[src/sv/cda_pkg.sv]
// Package for the compensated double accumulator.
// Payload structs, command codes, queue entry and adder request types.
// No dependencies.
`default_nettype none
package cda_pkg;

    localparam logic [1:0] CMD_CLEAR = 2'd0;
    localparam logic [1:0] CMD_ADD   = 2'd1;
    localparam logic [1:0] CMD_MERGE = 2'd2;

    localparam logic [63:0] CANON_NAN = 64'h7FF8_0000_0000_0000;
    localparam logic [63:0] POS_ZERO  = 64'h0;

    localparam int QUEUE_DEPTH = 2;
    localparam int QPTR_W      = $clog2(QUEUE_DEPTH);
    localparam int QCNT_W      = $clog2(QUEUE_DEPTH + 1);

    // adder pipeline depth, used by assertions
    localparam int ADD_LATENCY = 4;

    typedef struct packed {
        logic [1:0]  command;
        logic [63:0] value;
        logic [63:0] other_correction;
    } cda_in_t;

    typedef struct packed {
        logic [63:0] sum_out;
        logic [63:0] correction_out;
    } cda_out_t;

    typedef enum logic [1:0] {
        KIND_CLEAR = 2'd0,
        KIND_ADD   = 2'd1,
        KIND_MERGE = 2'd2,
        KIND_NOP   = 2'd3
    } kind_t;

    typedef struct packed {
        kind_t       kind;
        logic [63:0] value;
        logic [63:0] other_correction;
    } cda_op_t;

    typedef struct packed {
        logic        valid;
        logic [63:0] a;
        logic [63:0] b;
    } cda_add_req_t;

    typedef struct packed {
        logic        valid;
        logic [63:0] result;
    } cda_add_rsp_t;

    function automatic logic is_nan(input logic [63:0] x);
        return (x[62:52] == 11'h7FF) && (x[51:0] != 52'd0);
    endfunction

endpackage
`default_nettype wire

[src/sv/cda_front.sv]
// Front end: accepts commands, classifies them and queues them for the back end.
// Depends on cda_pkg.
`default_nettype none
module cda_front (
    input  wire logic             aclk,
    input  wire logic             aresetn,
    input  wire logic             s_valid,
    output logic                  s_ready,
    input  wire cda_pkg::cda_in_t s_data,
    output logic                  q_valid,
    output cda_pkg::cda_op_t      q_op,
    input  wire logic             q_pop
);

    cda_pkg::cda_op_t                 mem_reg [cda_pkg::QUEUE_DEPTH];
    logic [cda_pkg::QPTR_W-1:0]       wr_ptr_reg, wr_ptr_next;
    logic [cda_pkg::QPTR_W-1:0]       rd_ptr_reg, rd_ptr_next;
    logic [cda_pkg::QCNT_W-1:0]       count_reg, count_next;
    cda_pkg::cda_op_t                 op_in;
    logic                             push, pop;

    always_comb begin
        op_in.value            = s_data.value;
        op_in.other_correction = s_data.other_correction;
        case (s_data.command)
            cda_pkg::CMD_CLEAR: op_in.kind = cda_pkg::KIND_CLEAR;
            cda_pkg::CMD_ADD:   op_in.kind = cda_pkg::KIND_ADD;
            cda_pkg::CMD_MERGE: op_in.kind = cda_pkg::KIND_MERGE;
            default:            op_in.kind = cda_pkg::KIND_NOP;
        endcase
    end

    assign s_ready = (count_reg != cda_pkg::QCNT_W'(cda_pkg::QUEUE_DEPTH));
    assign q_valid = (count_reg != '0);
    assign q_op    = mem_reg[rd_ptr_reg];
    assign push    = s_valid && s_ready;
    assign pop     = q_pop && q_valid;

    always_comb begin
        wr_ptr_next = wr_ptr_reg;
        rd_ptr_next = rd_ptr_reg;
        if (push) begin
            wr_ptr_next = (wr_ptr_reg == cda_pkg::QPTR_W'(cda_pkg::QUEUE_DEPTH - 1))
                        ? '0 : wr_ptr_reg + 1'b1;
        end
        if (pop) begin
            rd_ptr_next = (rd_ptr_reg == cda_pkg::QPTR_W'(cda_pkg::QUEUE_DEPTH - 1))
                        ? '0 : rd_ptr_reg + 1'b1;
        end
        count_next = count_reg + cda_pkg::QCNT_W'(push) - cda_pkg::QCNT_W'(pop);
    end

    always_ff @(posedge aclk) begin
        if (!aresetn) begin
            wr_ptr_reg <= '0;
            rd_ptr_reg <= '0;
            count_reg  <= '0;
        end else begin
            wr_ptr_reg <= wr_ptr_next;
            rd_ptr_reg <= rd_ptr_next;
            count_reg  <= count_next;
        end
    end

    always_ff @(posedge aclk) begin
        if (push) begin
            mem_reg[wr_ptr_reg] <= op_in;
        end
    end

    a_count_range: assert property (@(posedge aclk) disable iff (!aresetn)
        count_reg <= cda_pkg::QCNT_W'(cda_pkg::QUEUE_DEPTH))
        else $error("queue count out of range");
    a_count_track: assert property (@(posedge aclk) disable iff (!aresetn)
        (push && !pop) |=> (count_reg == $past(count_reg) + 1'b1))
        else $error("queue count missed a push");
    a_ptr_gap: assert property (@(posedge aclk) disable iff (!aresetn)
        (count_reg == '0) |-> (wr_ptr_reg == rd_ptr_reg))
        else $error("empty queue with pointer mismatch");

endmodule
`default_nettype wire

[src/sv/cda_fpadd.sv]
// Four-stage binary64 adder, round to nearest even, canonical NaN output.
// Stages: align, add, leading-zero count, normalize and round. Depends on cda_pkg.
`default_nettype none
module cda_fpadd (
    input  wire logic                  aclk,
    input  wire logic                  aresetn,
    input  wire cda_pkg::cda_add_req_t req,
    output cda_pkg::cda_add_rsp_t      rsp
);

    function automatic logic [5:0] lzc56(input logic [55:0] x);
        logic [5:0] n;
        n = 6'd56;
        for (int i = 0; i < 56; i++) begin
            if (x[i]) n = 6'(55 - i);
        end
        return n;
    endfunction

    // stage 1: unpack, order by magnitude, align smaller operand
    logic        sa, sb, a_nan, b_nan, a_inf, b_inf, swap;
    logic [63:0] big, sml;
    logic [10:0] eb_eff, es_eff, d;
    logic [55:0] mbig, msml, shifted, lost;

    logic        v1_reg, nan1_reg, inf1_reg, isgn1_reg, sgn1_reg, sub1_reg, zs1_reg;
    logic [10:0] e1_reg;
    logic [55:0] mb1_reg, ms1_reg;
    logic        nan1_next, inf1_next, isgn1_next, zs1_next;
    logic [55:0] ms1_next;

    always_comb begin
        sa     = req.a[63];
        sb     = req.b[63];
        a_nan  = cda_pkg::is_nan(req.a);
        b_nan  = cda_pkg::is_nan(req.b);
        a_inf  = (req.a[62:0] == 63'h7FF0_0000_0000_0000);
        b_inf  = (req.b[62:0] == 63'h7FF0_0000_0000_0000);
        swap   = req.b[62:0] > req.a[62:0];
        big    = swap ? req.b : req.a;
        sml    = swap ? req.a : req.b;
        eb_eff = (big[62:52] == 11'd0) ? 11'd1 : big[62:52];
        es_eff = (sml[62:52] == 11'd0) ? 11'd1 : sml[62:52];
        d      = eb_eff - es_eff;
        mbig   = {big[62:52] != 11'd0, big[51:0], 3'b000};
        msml   = {sml[62:52] != 11'd0, sml[51:0], 3'b000};
        shifted = msml >> d[5:0];
        lost    = msml & ~({56{1'b1}} << d[5:0]);
        if (d >= 11'd56) begin
            ms1_next = {55'd0, |msml};
        end else begin
            ms1_next = shifted | {55'd0, |lost};
        end
        nan1_next  = a_nan || b_nan || (a_inf && b_inf && (sa != sb));
        inf1_next  = a_inf || b_inf;
        isgn1_next = a_inf ? sa : sb;
        zs1_next   = sa & sb;
    end

    // stage 2: add or subtract magnitudes
    logic        v2_reg, nan2_reg, inf2_reg, isgn2_reg, sgn2_reg, zs2_reg;
    logic [10:0] e2_reg;
    logic [56:0] m2_reg, m2_next;

    assign m2_next = sub1_reg ? ({1'b0, mb1_reg} - {1'b0, ms1_reg})
                              : ({1'b0, mb1_reg} + {1'b0, ms1_reg});

    // stage 3: fold carry-out, find the normalizing shift
    logic        v3_reg, nan3_reg, inf3_reg, isgn3_reg, sgn3_reg, zs3_reg, zero3_reg;
    logic [55:0] m3_reg, m3_next;
    logic [11:0] e3_reg, e3_next, lim;
    logic [5:0]  sh3_reg, sh3_next, lz;

    always_comb begin
        lz  = lzc56(m2_reg[55:0]);
        lim = {1'b0, e2_reg} - 12'd1;
        if (m2_reg[56]) begin
            m3_next  = {m2_reg[56:2], m2_reg[1] | m2_reg[0]};
            e3_next  = {1'b0, e2_reg} + 12'd1;
            sh3_next = 6'd0;
        end else begin
            m3_next  = m2_reg[55:0];
            e3_next  = {1'b0, e2_reg};
            sh3_next = ({6'd0, lz} < lim) ? lz : lim[5:0];
        end
    end

    // stage 4: shift, round, pack
    logic [55:0] sm;
    logic [11:0] ee;
    logic        inc;
    logic [62:0] packed_mag;
    logic [63:0] res_next;
    logic        v4_reg;
    logic [63:0] res4_reg;

    always_comb begin
        sm  = m3_reg << sh3_reg;
        ee  = sm[55] ? (e3_reg - {6'd0, sh3_reg}) : 12'd0;
        inc = sm[2] & (sm[1] | sm[0] | sm[3]);
        packed_mag = {ee[10:0], sm[54:3]} + 63'(inc);
        if (nan3_reg) begin
            res_next = cda_pkg::CANON_NAN;
        end else if (inf3_reg) begin
            res_next = {isgn3_reg, 11'h7FF, 52'd0};
        end else if (zero3_reg) begin
            res_next = {zs3_reg, 63'd0};
        end else if (ee >= 12'd2047) begin
            res_next = {sgn3_reg, 11'h7FF, 52'd0};
        end else begin
            res_next = {sgn3_reg, packed_mag};
        end
    end

    always_ff @(posedge aclk) begin
        if (!aresetn) begin
            v1_reg <= 1'b0;
            v2_reg <= 1'b0;
            v3_reg <= 1'b0;
            v4_reg <= 1'b0;
        end else begin
            v1_reg <= req.valid;
            v2_reg <= v1_reg;
            v3_reg <= v2_reg;
            v4_reg <= v3_reg;
        end
    end

    always_ff @(posedge aclk) begin
        nan1_reg  <= nan1_next;
        inf1_reg  <= inf1_next;
        isgn1_reg <= isgn1_next;
        sgn1_reg  <= big[63];
        sub1_reg  <= sa ^ sb;
        zs1_reg   <= zs1_next;
        e1_reg    <= eb_eff;
        mb1_reg   <= mbig;
        ms1_reg   <= ms1_next;

        nan2_reg  <= nan1_reg;
        inf2_reg  <= inf1_reg;
        isgn2_reg <= isgn1_reg;
        sgn2_reg  <= sgn1_reg;
        zs2_reg   <= zs1_reg;
        e2_reg    <= e1_reg;
        m2_reg    <= m2_next;

        nan3_reg  <= nan2_reg;
        inf3_reg  <= inf2_reg;
        isgn3_reg <= isgn2_reg;
        sgn3_reg  <= sgn2_reg;
        zs3_reg   <= zs2_reg;
        zero3_reg <= (m2_reg == 57'd0);
        m3_reg    <= m3_next;
        e3_reg    <= e3_next;
        sh3_reg   <= sh3_next;

        res4_reg  <= res_next;
    end

    assign rsp.valid  = v4_reg;
    assign rsp.result = res4_reg;

endmodule
`default_nettype wire

[src/sv/cda_back.sv]
// Back end: runs queued commands through the shared adder, holds the
// running sum and correction, and owns the result register. Depends on cda_pkg.
`default_nettype none
module cda_back (
    input  wire logic                  aclk,
    input  wire logic                  aresetn,
    input  wire logic                  q_valid,
    input  wire cda_pkg::cda_op_t      q_op,
    output logic                       q_pop,
    output cda_pkg::cda_add_req_t      add_req,
    input  wire cda_pkg::cda_add_rsp_t add_rsp,
    output logic                       m_valid,
    input  wire logic                  m_ready,
    output cda_pkg::cda_out_t          m_data
);

    typedef enum logic [5:0] {
        ST_IDLE = 6'b000001,
        ST_SUM  = 6'b000010,
        ST_DIFF = 6'b000100,
        ST_LOST = 6'b001000,
        ST_CORR = 6'b010000,
        ST_DONE = 6'b100000
    } state_t;

    state_t            state_reg, state_next;
    logic              busy_reg, busy_next;
    logic              pend_reg, pend_next;
    logic              big_reg, big_next;
    logic [63:0]       sum_reg, sum_next;
    logic [63:0]       corr_reg, corr_next;
    logic [63:0]       opnd_reg, opnd_next;
    logic [63:0]       t_reg, t_next;
    logic [63:0]       lost_reg, lost_next;
    logic              out_valid_reg, out_valid_next;
    cda_pkg::cda_out_t out_reg, out_next;
    logic              out_free, sum_bigger;

    assign out_free = !out_valid_reg || m_ready;
    // NaN on either side makes the magnitude test false
    assign sum_bigger = !cda_pkg::is_nan(sum_reg) && !cda_pkg::is_nan(opnd_reg)
                     && (sum_reg[62:0] > opnd_reg[62:0]);

    always_comb begin
        state_next     = state_reg;
        busy_next      = busy_reg;
        pend_next      = pend_reg;
        big_next       = big_reg;
        sum_next       = sum_reg;
        corr_next      = corr_reg;
        opnd_next      = opnd_reg;
        t_next         = t_reg;
        lost_next      = lost_reg;
        out_valid_next = out_valid_reg && !m_ready;
        out_next       = out_reg;
        q_pop          = 1'b0;
        add_req.valid  = 1'b0;
        add_req.a      = sum_reg;
        add_req.b      = opnd_reg;

        case (state_reg)
            ST_IDLE: begin
                if (q_valid) begin
                    case (q_op.kind) inside
                        cda_pkg::KIND_CLEAR, cda_pkg::KIND_NOP: begin
                            if (out_free) begin
                                if (q_op.kind == cda_pkg::KIND_CLEAR) begin
                                    sum_next  = cda_pkg::POS_ZERO;
                                    corr_next = cda_pkg::POS_ZERO;
                                end
                                out_next.sum_out        = sum_next;
                                out_next.correction_out = corr_next;
                                out_valid_next = 1'b1;
                                q_pop          = 1'b1;
                            end
                        end
                        cda_pkg::KIND_MERGE: begin
                            opnd_next  = q_op.other_correction;
                            pend_next  = 1'b1;
                            state_next = ST_SUM;
                        end
                        default: begin
                            opnd_next  = q_op.value;
                            pend_next  = 1'b0;
                            state_next = ST_SUM;
                        end
                    endcase
                end
            end
            ST_SUM: begin
                add_req.a = sum_reg;
                add_req.b = opnd_reg;
                if (!busy_reg) begin
                    add_req.valid = 1'b1;
                    busy_next     = 1'b1;
                    big_next      = sum_bigger;
                end else if (add_rsp.valid) begin
                    t_next     = add_rsp.result;
                    busy_next  = 1'b0;
                    state_next = ST_DIFF;
                end
            end
            ST_DIFF: begin
                add_req.a = big_reg ? sum_reg : opnd_reg;
                add_req.b = {~t_reg[63], t_reg[62:0]};
                if (!busy_reg) begin
                    add_req.valid = 1'b1;
                    busy_next     = 1'b1;
                end else if (add_rsp.valid) begin
                    lost_next  = add_rsp.result;
                    busy_next  = 1'b0;
                    state_next = ST_LOST;
                end
            end
            ST_LOST: begin
                add_req.a = lost_reg;
                add_req.b = big_reg ? opnd_reg : sum_reg;
                if (!busy_reg) begin
                    add_req.valid = 1'b1;
                    busy_next     = 1'b1;
                end else if (add_rsp.valid) begin
                    lost_next  = add_rsp.result;
                    busy_next  = 1'b0;
                    state_next = ST_CORR;
                end
            end
            ST_CORR: begin
                add_req.a = corr_reg;
                add_req.b = lost_reg;
                if (!busy_reg) begin
                    add_req.valid = 1'b1;
                    busy_next     = 1'b1;
                end else if (add_rsp.valid) begin
                    sum_next  = t_reg;
                    corr_next = add_rsp.result;
                    busy_next = 1'b0;
                    if (pend_reg) begin
                        // merge: the other sum follows its correction
                        opnd_next  = q_op.value;
                        pend_next  = 1'b0;
                        state_next = ST_SUM;
                    end else begin
                        state_next = ST_DONE;
                    end
                end
            end
            ST_DONE: begin
                if (out_free) begin
                    out_next.sum_out        = sum_reg;
                    out_next.correction_out = corr_reg;
                    out_valid_next = 1'b1;
                    q_pop          = 1'b1;
                    state_next     = ST_IDLE;
                end
            end
            default: begin
                state_next = ST_IDLE;
                busy_next  = 1'b0;
            end
        endcase
    end

    always_ff @(posedge aclk) begin
        if (!aresetn) begin
            state_reg     <= ST_IDLE;
            busy_reg      <= 1'b0;
            pend_reg      <= 1'b0;
            out_valid_reg <= 1'b0;
            sum_reg       <= cda_pkg::POS_ZERO;
            corr_reg      <= cda_pkg::POS_ZERO;
        end else begin
            state_reg     <= state_next;
            busy_reg      <= busy_next;
            pend_reg      <= pend_next;
            out_valid_reg <= out_valid_next;
            sum_reg       <= sum_next;
            corr_reg      <= corr_next;
        end
    end

    always_ff @(posedge aclk) begin
        big_reg  <= big_next;
        opnd_reg <= opnd_next;
        t_reg    <= t_next;
        lost_reg <= lost_next;
        out_reg  <= out_next;
    end

    assign m_valid = out_valid_reg;
    assign m_data  = out_reg;

    a_rsp_expected: assert property (@(posedge aclk) disable iff (!aresetn)
        add_rsp.valid |-> busy_reg)
        else $error("adder response with no request outstanding");
    a_latency: assert property (@(posedge aclk) disable iff (!aresetn)
        add_req.valid |-> ##(cda_pkg::ADD_LATENCY) add_rsp.valid)
        else $error("adder response missing");
    a_pop_state: assert property (@(posedge aclk) disable iff (!aresetn)
        q_pop |-> (out_free && (state_reg == ST_IDLE || state_reg == ST_DONE)))
        else $error("queue pop outside idle or done");

endmodule
`default_nettype wire

[src/sv/compensated_double_accumulator.sv]
// Compensated (Kahan-Neumaier) binary64 accumulator, top level.
// Input channel s_*: one command per transfer (clear, add value, merge another
// accumulator given as value = its sum and other_correction = its correction;
// command 3 changes nothing). Result channel m_*: one transfer per command
// with the sum and correction after it; NaN results read 0x7FF8000000000000.
// A two-entry command queue decouples input from execution, so s_ready stays
// high while the queue has room; the result sits in an output register and the
// back end keeps working until it must write a new result into a full one.
// Each add is four dependent passes through one four-stage double adder; a
// merge is eight, its correction first and then its sum, and a clear or unused
// command needs no adder pass. The back end takes up a new command only after
// the last one has written its result, so sustained throughput is set by the adder loop.
// Reset (aresetn low, synchronous) empties the queue, drops any pending result
// and sets sum and correction to positive zero. A stalled receiver holds the
// result; once the queue fills, s_ready drops.
// Depends on cda_pkg, cda_front, cda_fpadd, cda_back.
`default_nettype none
module compensated_double_accumulator (
    input  wire logic              aclk,
    input  wire logic              aresetn,
    input  wire logic              s_valid,
    output logic                   s_ready,
    input  wire cda_pkg::cda_in_t  s_data,
    output logic                   m_valid,
    input  wire logic              m_ready,
    output cda_pkg::cda_out_t      m_data
);

    logic                  q_valid, q_pop;
    cda_pkg::cda_op_t      q_op;
    cda_pkg::cda_add_req_t add_req;
    cda_pkg::cda_add_rsp_t add_rsp;

    cda_front u_front (
        .aclk    (aclk),
        .aresetn (aresetn),
        .s_valid (s_valid),
        .s_ready (s_ready),
        .s_data  (s_data),
        .q_valid (q_valid),
        .q_op    (q_op),
        .q_pop   (q_pop)
    );

    cda_fpadd u_fpadd (
        .aclk    (aclk),
        .aresetn (aresetn),
        .req     (add_req),
        .rsp     (add_rsp)
    );

    cda_back u_back (
        .aclk    (aclk),
        .aresetn (aresetn),
        .q_valid (q_valid),
        .q_op    (q_op),
        .q_pop   (q_pop),
        .add_req (add_req),
        .add_rsp (add_rsp),
        .m_valid (m_valid),
        .m_ready (m_ready),
        .m_data  (m_data)
    );

endmodule
`default_nettype wire
[config.mk]
export PLATFORM = sky130hd
export DESIGN_NAME = compensated_double_accumulator
export DESIGN_NICKNAME = d
export VERILOG_FILES = /design/src/sv/cda_pkg.sv /design/src/sv/cda_front.sv /design/src/sv/cda_fpadd.sv /design/src/sv/cda_back.sv /design/src/sv/compensated_double_accumulator.sv
export SDC_FILE = /design/constraint.sdc
export NUM_CORES = 2
export LEC_CHECK = 0
export ABC_AREA = 1
export BUFFER_PORTS_ARGS = -buffer_cell sky130_fd_sc_hd__buf_2
export CORE_ASPECT_RATIO = 0.7
export CORE_MARGIN = 4
export CORE_UTILIZATION = 54
export CTS_CLUSTER_SIZE = 14
export DETAILED_ROUTE_END_ITERATION = 6
export PLACE_DENSITY = 0.74
export SLEW_MARGIN = 40
export SYNTH_ARGS = -nofsm -noshare
export SYNTH_HDL_FRONTEND = slang
export SYNTH_HIERARCHICAL = 1
export SYNTH_SLANG_ARGS = --single-unit
[constraint.sdc]
create_clock -name aclk -period 12.1 [get_ports aclk]
set_clock_uncertainty 0.15 [all_clocks]
set_input_delay 1.815 -clock aclk [delete_from_list [all_inputs] [get_ports aclk]]
set_output_delay 1.815 -clock aclk [all_outputs]
set_load 0.1 [all_outputs]
**Word-level counts from Yosys, hierarchy flattened**

Memory sizes are Yosys's and may differ from the RTL's. A register that Yosys moved wholly into a read port is not among the register bits.
Index checks and enable logic that the tools add are counted.

- Eq/ne operators: 32
- Multiplexer cells: 137
- Magnitude comparators: 5
- Bitwise gates (word level): 11
- Add/sub/neg operators: 11
- Shift operators: 3
- Reduce and logical (&&, ||, !) cells: 49

Operators with widths:

| kind | number |
|---|---|
| $mux W64 | 23 |
| $pmux W129 S4 | 1 |
| $mux W128 | 4 |
| $pmux W64 S2 | 3 |
| $mux W6 | 45 |
| $pmux W128 S2 | 1 |
| $reduce_bool A52 Y1 | 4 |
| $eq A63 B63 Y1 const B | 2 |
| $gt A63 B63 Y1 | 2 |
| $mux W63 | 2 |
| $mux W5 | 16 |
| $add A63 B1 Y63 | 1 |
| $add A56 B56 Y57 | 1 |
| $logic_not A57 Y1 | 1 |
| $mux W57 | 1 |
| $sub A56 B56 Y57 | 1 |
| $and A56 B56 Y56 | 1 |
| $not A56 Y56 | 1 |
| $or A56 B1 Y56 | 1 |
| $reduce_or A56 Y1 | 1 |
| $shl A56 B6 Y56 | 1 |
| $shl A56 B6 Y56 const A | 1 |
| $shr A56 B6 Y56 | 1 |
| $mux W55 | 1 |
| other kinds (48) | 132 |

- Memory bits (writable): 260
- Register bits after elaboration: 809
- Logic and storage cells: 299
- Memories kept: 1
- Output and inout bits: 130

Memory list:

| memory | depth | bits a word | rd ports | clocked after memory_dff | wr ports | RTL line | text |
|---|---|---|---|---|---|---|---|
| u_front.mem_reg | 2 | 130 | 1 | 1 | 1 | cda_front.sv:15 | `cda_pkg::cda_op_t mem_reg [cda_pkg::QUEUE_DEPTH];` |

**Longest topological paths before layout**

- Depth in word-level cells: 58
- Gate-level depth with buffers: 66
- Mapped depth without buffers: 66

**Modules after synthesis**

Netlist, hierarchy kept.

By module, submodules not included:

| module | cells each | area each (um^2) | sequential area each (um^2) | instances |
|---|---|---|---|---|
| cda_fpadd | 4400 | 27314.9 | 6946.7 | 1 |
| cda_back | 2864 | 24374.6 | 12381.9 | 1 |
| cda_front | 442 | 9646.8 | 7907.6 | 1 |

**Worst setup path after synthesis**

No wires, ideal clock.

- Path type: input-to-reg
- Start: in m_ready
- End: reg u_back.out_reg (netlist bit u_back/m_data[0]), enable pin
- Setup slack: -0.073 ns
- Cell stages on the path: 3
- Data arrival time: 11.213 ns
- Setup time: 0.810 ns
- Buffers on the path: 0
- Cell sequence: inv_1 > nand2_1 > a21boi_0

- Cells in the longest elaborated chain, start to end: 3
- Elaborated cells between the ends (all ways): 4
- Classes of those cells: 2 x eq/ne; 2 x reduce/logical

Ends and longest elaborated chain:

| element | RTL line | text |
|---|---|---|
| start: declaration | compensated_double_accumulator.sv:25 | `input wire logic m_ready,` |
| $logic_or A1 B1 Y1 * | cda_back.sv:39 | `assign out_free = !out_valid_reg \|\| m_ready;` |
| $ne A2 B1 Y1 (no source line) | n/a |  |
| $reduce_and A5 Y1 (no source line) * | n/a |  |
| end signal: assignment | cda_back.sv:186 | `out_reg <= out_next;` |
| end: declaration | cda_back.sv:36 | `cda_pkg::cda_out_t out_reg, out_next;` |

Every way passes the cells marked *; elsewhere a longest branch is shown, timed or not.
A chain may end at the register's enable or synchronous reset.

==> PnR_summary.wiki <==
{| class="wikitable"
! Metric !! Value
|-
| Proportion of register bits with asynchronous set or reset after synthesis || 0
|-
| Number of design rule violations left after detail routing || 1
|-
| Post-detailed-route count of antenna-violating nets || 0
|-
| Reg2reg setup slack || around 1400 ps
|-
| Fraction of met1 tracks used by global routing || 0.5829
|-
| Layout Nets || roughly 8,200
|-
| Maximum cell stage delay along the critical path || about 560 ps
|-
| Post-synthesis xor/xnor area fraction || 0.01257
|-
| Total wire length || between 200,000 and 250,000 um
|-
| Total of endpoints with negative setup slack in the final report || 0
|-
| FF+latch count, synth || ~1,100
|-
| Synth warnings || 6
|-
| Cell area reported after detailed placement || 0.06371 mm^2
|-
| Pins over their slew limit || 0
|-
| Fraction of the mapped netlist area in adder cells || 0.05422
|-
| Share of the yosys chip area belonging to registers || 0.4440
|-
| Number of clock sinks || 1,070
|-
| Nets in the synthesized netlist || 8,104
|-
| Worst Path Required || 12,570 ps
|-
| Area share of the leading cell type in the synthesized netlist || 0.2844
|-
| Kind of start point of the critical path || flip-flop
|-
| Starting density of the core || 0.5439
|-
| First-pass GRT wire length || between 300,000 and 400,000 um
|-
| Std-Cell Rows || roughly 100
|-
| Height of the die || just under 300 um
|-
| Number of setup buffers added after CTS || 0
|-
| Cell accounting for the most synthesized area || edfxtp_1
|-
| Avg WL per Cell || between 20 and 30 um
|-
| Antenna violations before repair || 29
|-
| RSZ-0062 raised after global routing || false
|-
| Number of gates resized after cts || 0
|-
| Hold slack || ~180 ps
|-
| Die W || about 410 um
|-
| Result of the run || complete, but fails checks
|-
| Share of final-layout standard cells stronger than drive strength 1 || 0.1125
|-
| Area share of and/or/nand/nor cells after synthesis || 0.2213
|-
| Reg-to-Reg Start || u_back/state_reg[2]
|-
| First-pass iteration count of the detailed router || 7
|-
| Last element of the critical path || u_fpadd/ms1_reg[49]
|-
| Max Cap Violations || 0
|-
| I/O Buffers || roughly 260
|-
| Critical path start-end classification || reg -> reg
|-
| Most frequent cell on the critical path || nand2_1
|-
| Clock tree from TritonCTS || done
|-
| Buffer cell driving the clock tree root || clkbuf_16
|-
| Flip-flop count of the largest register after layout || 260
|-
| Hold Startpoint || u_fpadd/isgn2_reg
|-
| Combinational family with the most area after synthesis || simple AND/OR/NAND/NOR gates
|-
| Number of standard cells after synthesis || between 7,000 and 8,000
|-
| Gr ovfl total || 0
|-
| Failing checks || design-rule violations
|-
| Class of the worst hold path || reg -> reg
|-
| Deepest level of the CTS H-tree || 3
|-
| Maximum clock insertion buffer count || 3
|-
| Top-level port count || between 200 and 300
|-
| Via count of the first global-routing pass || a little over 50,000
|-
| Hold Vio Cnt, Final || 0
|-
| Least-Margin Pin Slew || between 1000 and 1500 ps
|-
| Slowest CP cell || clkinv_1
|-
| Clock latency reported for the late side of the worst-skew pair || about 750 ps
|-
| Max FO, Critical Path || between 80 and 90
|-
| Area enclosed by the die boundary || roughly 0.12 mm^2
|-
| Violation count after the first detailed-route iteration || between 8,000 and 9,000
|-
| Top cells by area, synth || edfxtp_1 28%, dfxtp_1 16%, nand2_1 11%
|-
| Synth-to-Final Area Change || 9.759%
|-
| Clock-pin slew on the worst setup and hold paths || about 70 ps
|-
| Worst reg2reg path endpoint || u_fpadd/ms1_reg[49]
|-
| Total non-filler cell area in the finished layout || approximately 0.067 mm^2
|-
| Post-synthesis average cell area || between 7 and 8 um^2
|-
| Mux cell area share after synthesis || 0.04380
|-
| Critical Path Source || u_back/state_reg[2]
|-
| Met2 Usage GRT || 0.5279
|-
| Library cells used by synthesis || 72
|-
| Final critical-path share of the clock period || 0.8845
|-
| Minimum clock period || ~11,000 ps
|-
| Slew headroom || 0.3090
|-
| Max Fclk || a little over 90 MHz
|-
| Pin count of the biggest net entering global routing || between 100 and 150
|-
| Number of buffers inserted by hold repair at cts || 0
|-
| Worst setup EP type || flip-flop
|-
| Total clock buffers created by CTS || 104
|-
| Number of enable-type register cells in the synthesized netlist || 581
|-
| Area of the core || ~0.11 mm^2
|-
| Most used DFF post-synth || edfxtp_1
|-
| Number of cells on the worst reg-to-reg path || 42
|-
| Total number of vias || 57,490
|-
| Routability-driven placement congestion ratio || between 1 and 1.5
|-
| Overall track demand over capacity in global routing || 0.3924
|-
| Global route hottest layer || met1
|-
| Half-perimeter wire length after placement || 185,800 um
|-
| Synth Area in Compound Gates || 0.1358
|-
| Data arrival time of the critical path || ~11,000 ps
|-
| Met3 GRT Util || 0.1620
|-
| Netlist area before placement || about 0.061 mm^2
|-
| Vias per std cell || 6.111
|-
| Setup TNS after final layout || 0 ps
|}
[cell usage in the layout (no fill, tap or decap), types with 17 or more instances in the layout]
cell type / instances
clkinv_2: 19
nand2_1: 1848
xor2_1: 75
nor2_1: 582
o21ai_1: 90
nand3_1: 485
clkinv_1: 17
nor3_1: 90
mux2_2: 195
nor2_2: 21
diode_2: 21
clkbuf_16: 105
clkbuf_1: 25
o22ai_1: 34
inv_1: 871
o21ai_0: 619
o211ai_1: 21
inv_2: 23
ha_1: 261
mux2i_1: 49
a21oi_1: 487
edfxtp_1: 581
dfxtp_1: 483
buf_4: 94
a221oi_1: 47
nand4_1: 85
nor4_1: 44
buf_2: 263
o2111ai_1: 31
a31oi_1: 33
nor2_4: 18
[per-stage QoR]
stage | instances | utilization | worst slack (ps)
floorplan | 7706 | - | 3285
global placement | 9184 | 0.5634 | 1844
detailed placement | 9189 | 0.5650 | 1951
CTS | 9386 | 0.5960 | 1904
global route | 9388 | 0.5966 | 709.8
finish | 9408 | 0.5970 | 1398
[cells in the mapped netlist (12+ instances only)]
cell	number
a211oi_1	13
a21oi_1	488
a221oi_1	47
a31oi_1	36
a32oi_1	15
buf_1	56
buf_2	89
buf_4	15
buf_6	40
clkbuf_1	213
dfxtp_1	489
edfxtp_1	581
ha_1	261
inv_1	872
inv_2	25
mux2_2	195
mux2i_1	49
nand2_1	1849
nand3_1	485
nand4_1	85
nor2_1	588
nor2_2	19
nor2_4	14
nor3_1	91
nor4_1	49
o2111ai_1	31
o211ai_1	21
o21ai_0	647
o21ai_1	66
o221ai_1	13
o22ai_1	34
o31ai_1	12
or2_2	14
xnor2_1	12
xor2_1	76
[cell type report]
| class | count | area, um^2 |
|---|---|---|
| inverter | 905 | 3413 |
| tap | 1522 | 1904 |
| clock inverter | 60 | 680.7 |
| multi-input combinational | 5318 | 28920 |
| clock buffer | 137 | 2818 |
| fill | 10100 | 45440 |
| antenna | 21 | 52.55 |
| timing repair buffer | 375 | 2291 |
| sequential | 1070 | 27250 |
[metal layers]
metal,share of wire,vias to the layer above
met5,0.00079,-
met1,0.43,27170
met4,0.028,26
li1,-,26000
met2,0.39,3796
met3,0.15,493
[critical path, delay by kind of cell, from the launching register on]
| family | cells | cell delay (ps) |
|---|---|---|
| AOI/OAI and AO/OA | 16 | 3580 |
| and+or+nand+nor | 16 | 3190 |
| buffers and inverters | 6 | 1920 |
| adders and majority gates | 3 | 990 |
| DFF | 1 | 350 |
| xor gates and xnor gates | 1 | 150 |
[cell families (layout without fill, tap and decap cells)]
family,count (synthesis),after routing
DFF,1070,1070
xor gates and xnor gates,88,88
adders and majority gates,264,264
buffers and inverters,1318,1477
and+or+nand+nor,3229,3229
AOI/OAI and AO/OA,1493,1493
muxes,244,244
other,0,21
[how the worst min path moves through the flow]
stage	end	slack, ps	cells past startpoint
floorplan	u_fpadd/e2_reg[0]	160	0
global placement	u_fpadd/sgn3_reg	160	0
detailed placement	u_fpadd/inf2_reg	160	0
CTS	u_fpadd/inf2_reg	180	0
global route	u_fpadd/zs2_reg	180	0
finish	u_fpadd/isgn3_reg	180	0
Power is not shown: default switching activity piles up to over one toggle a cycle in this logic, so the estimate is an artifact.
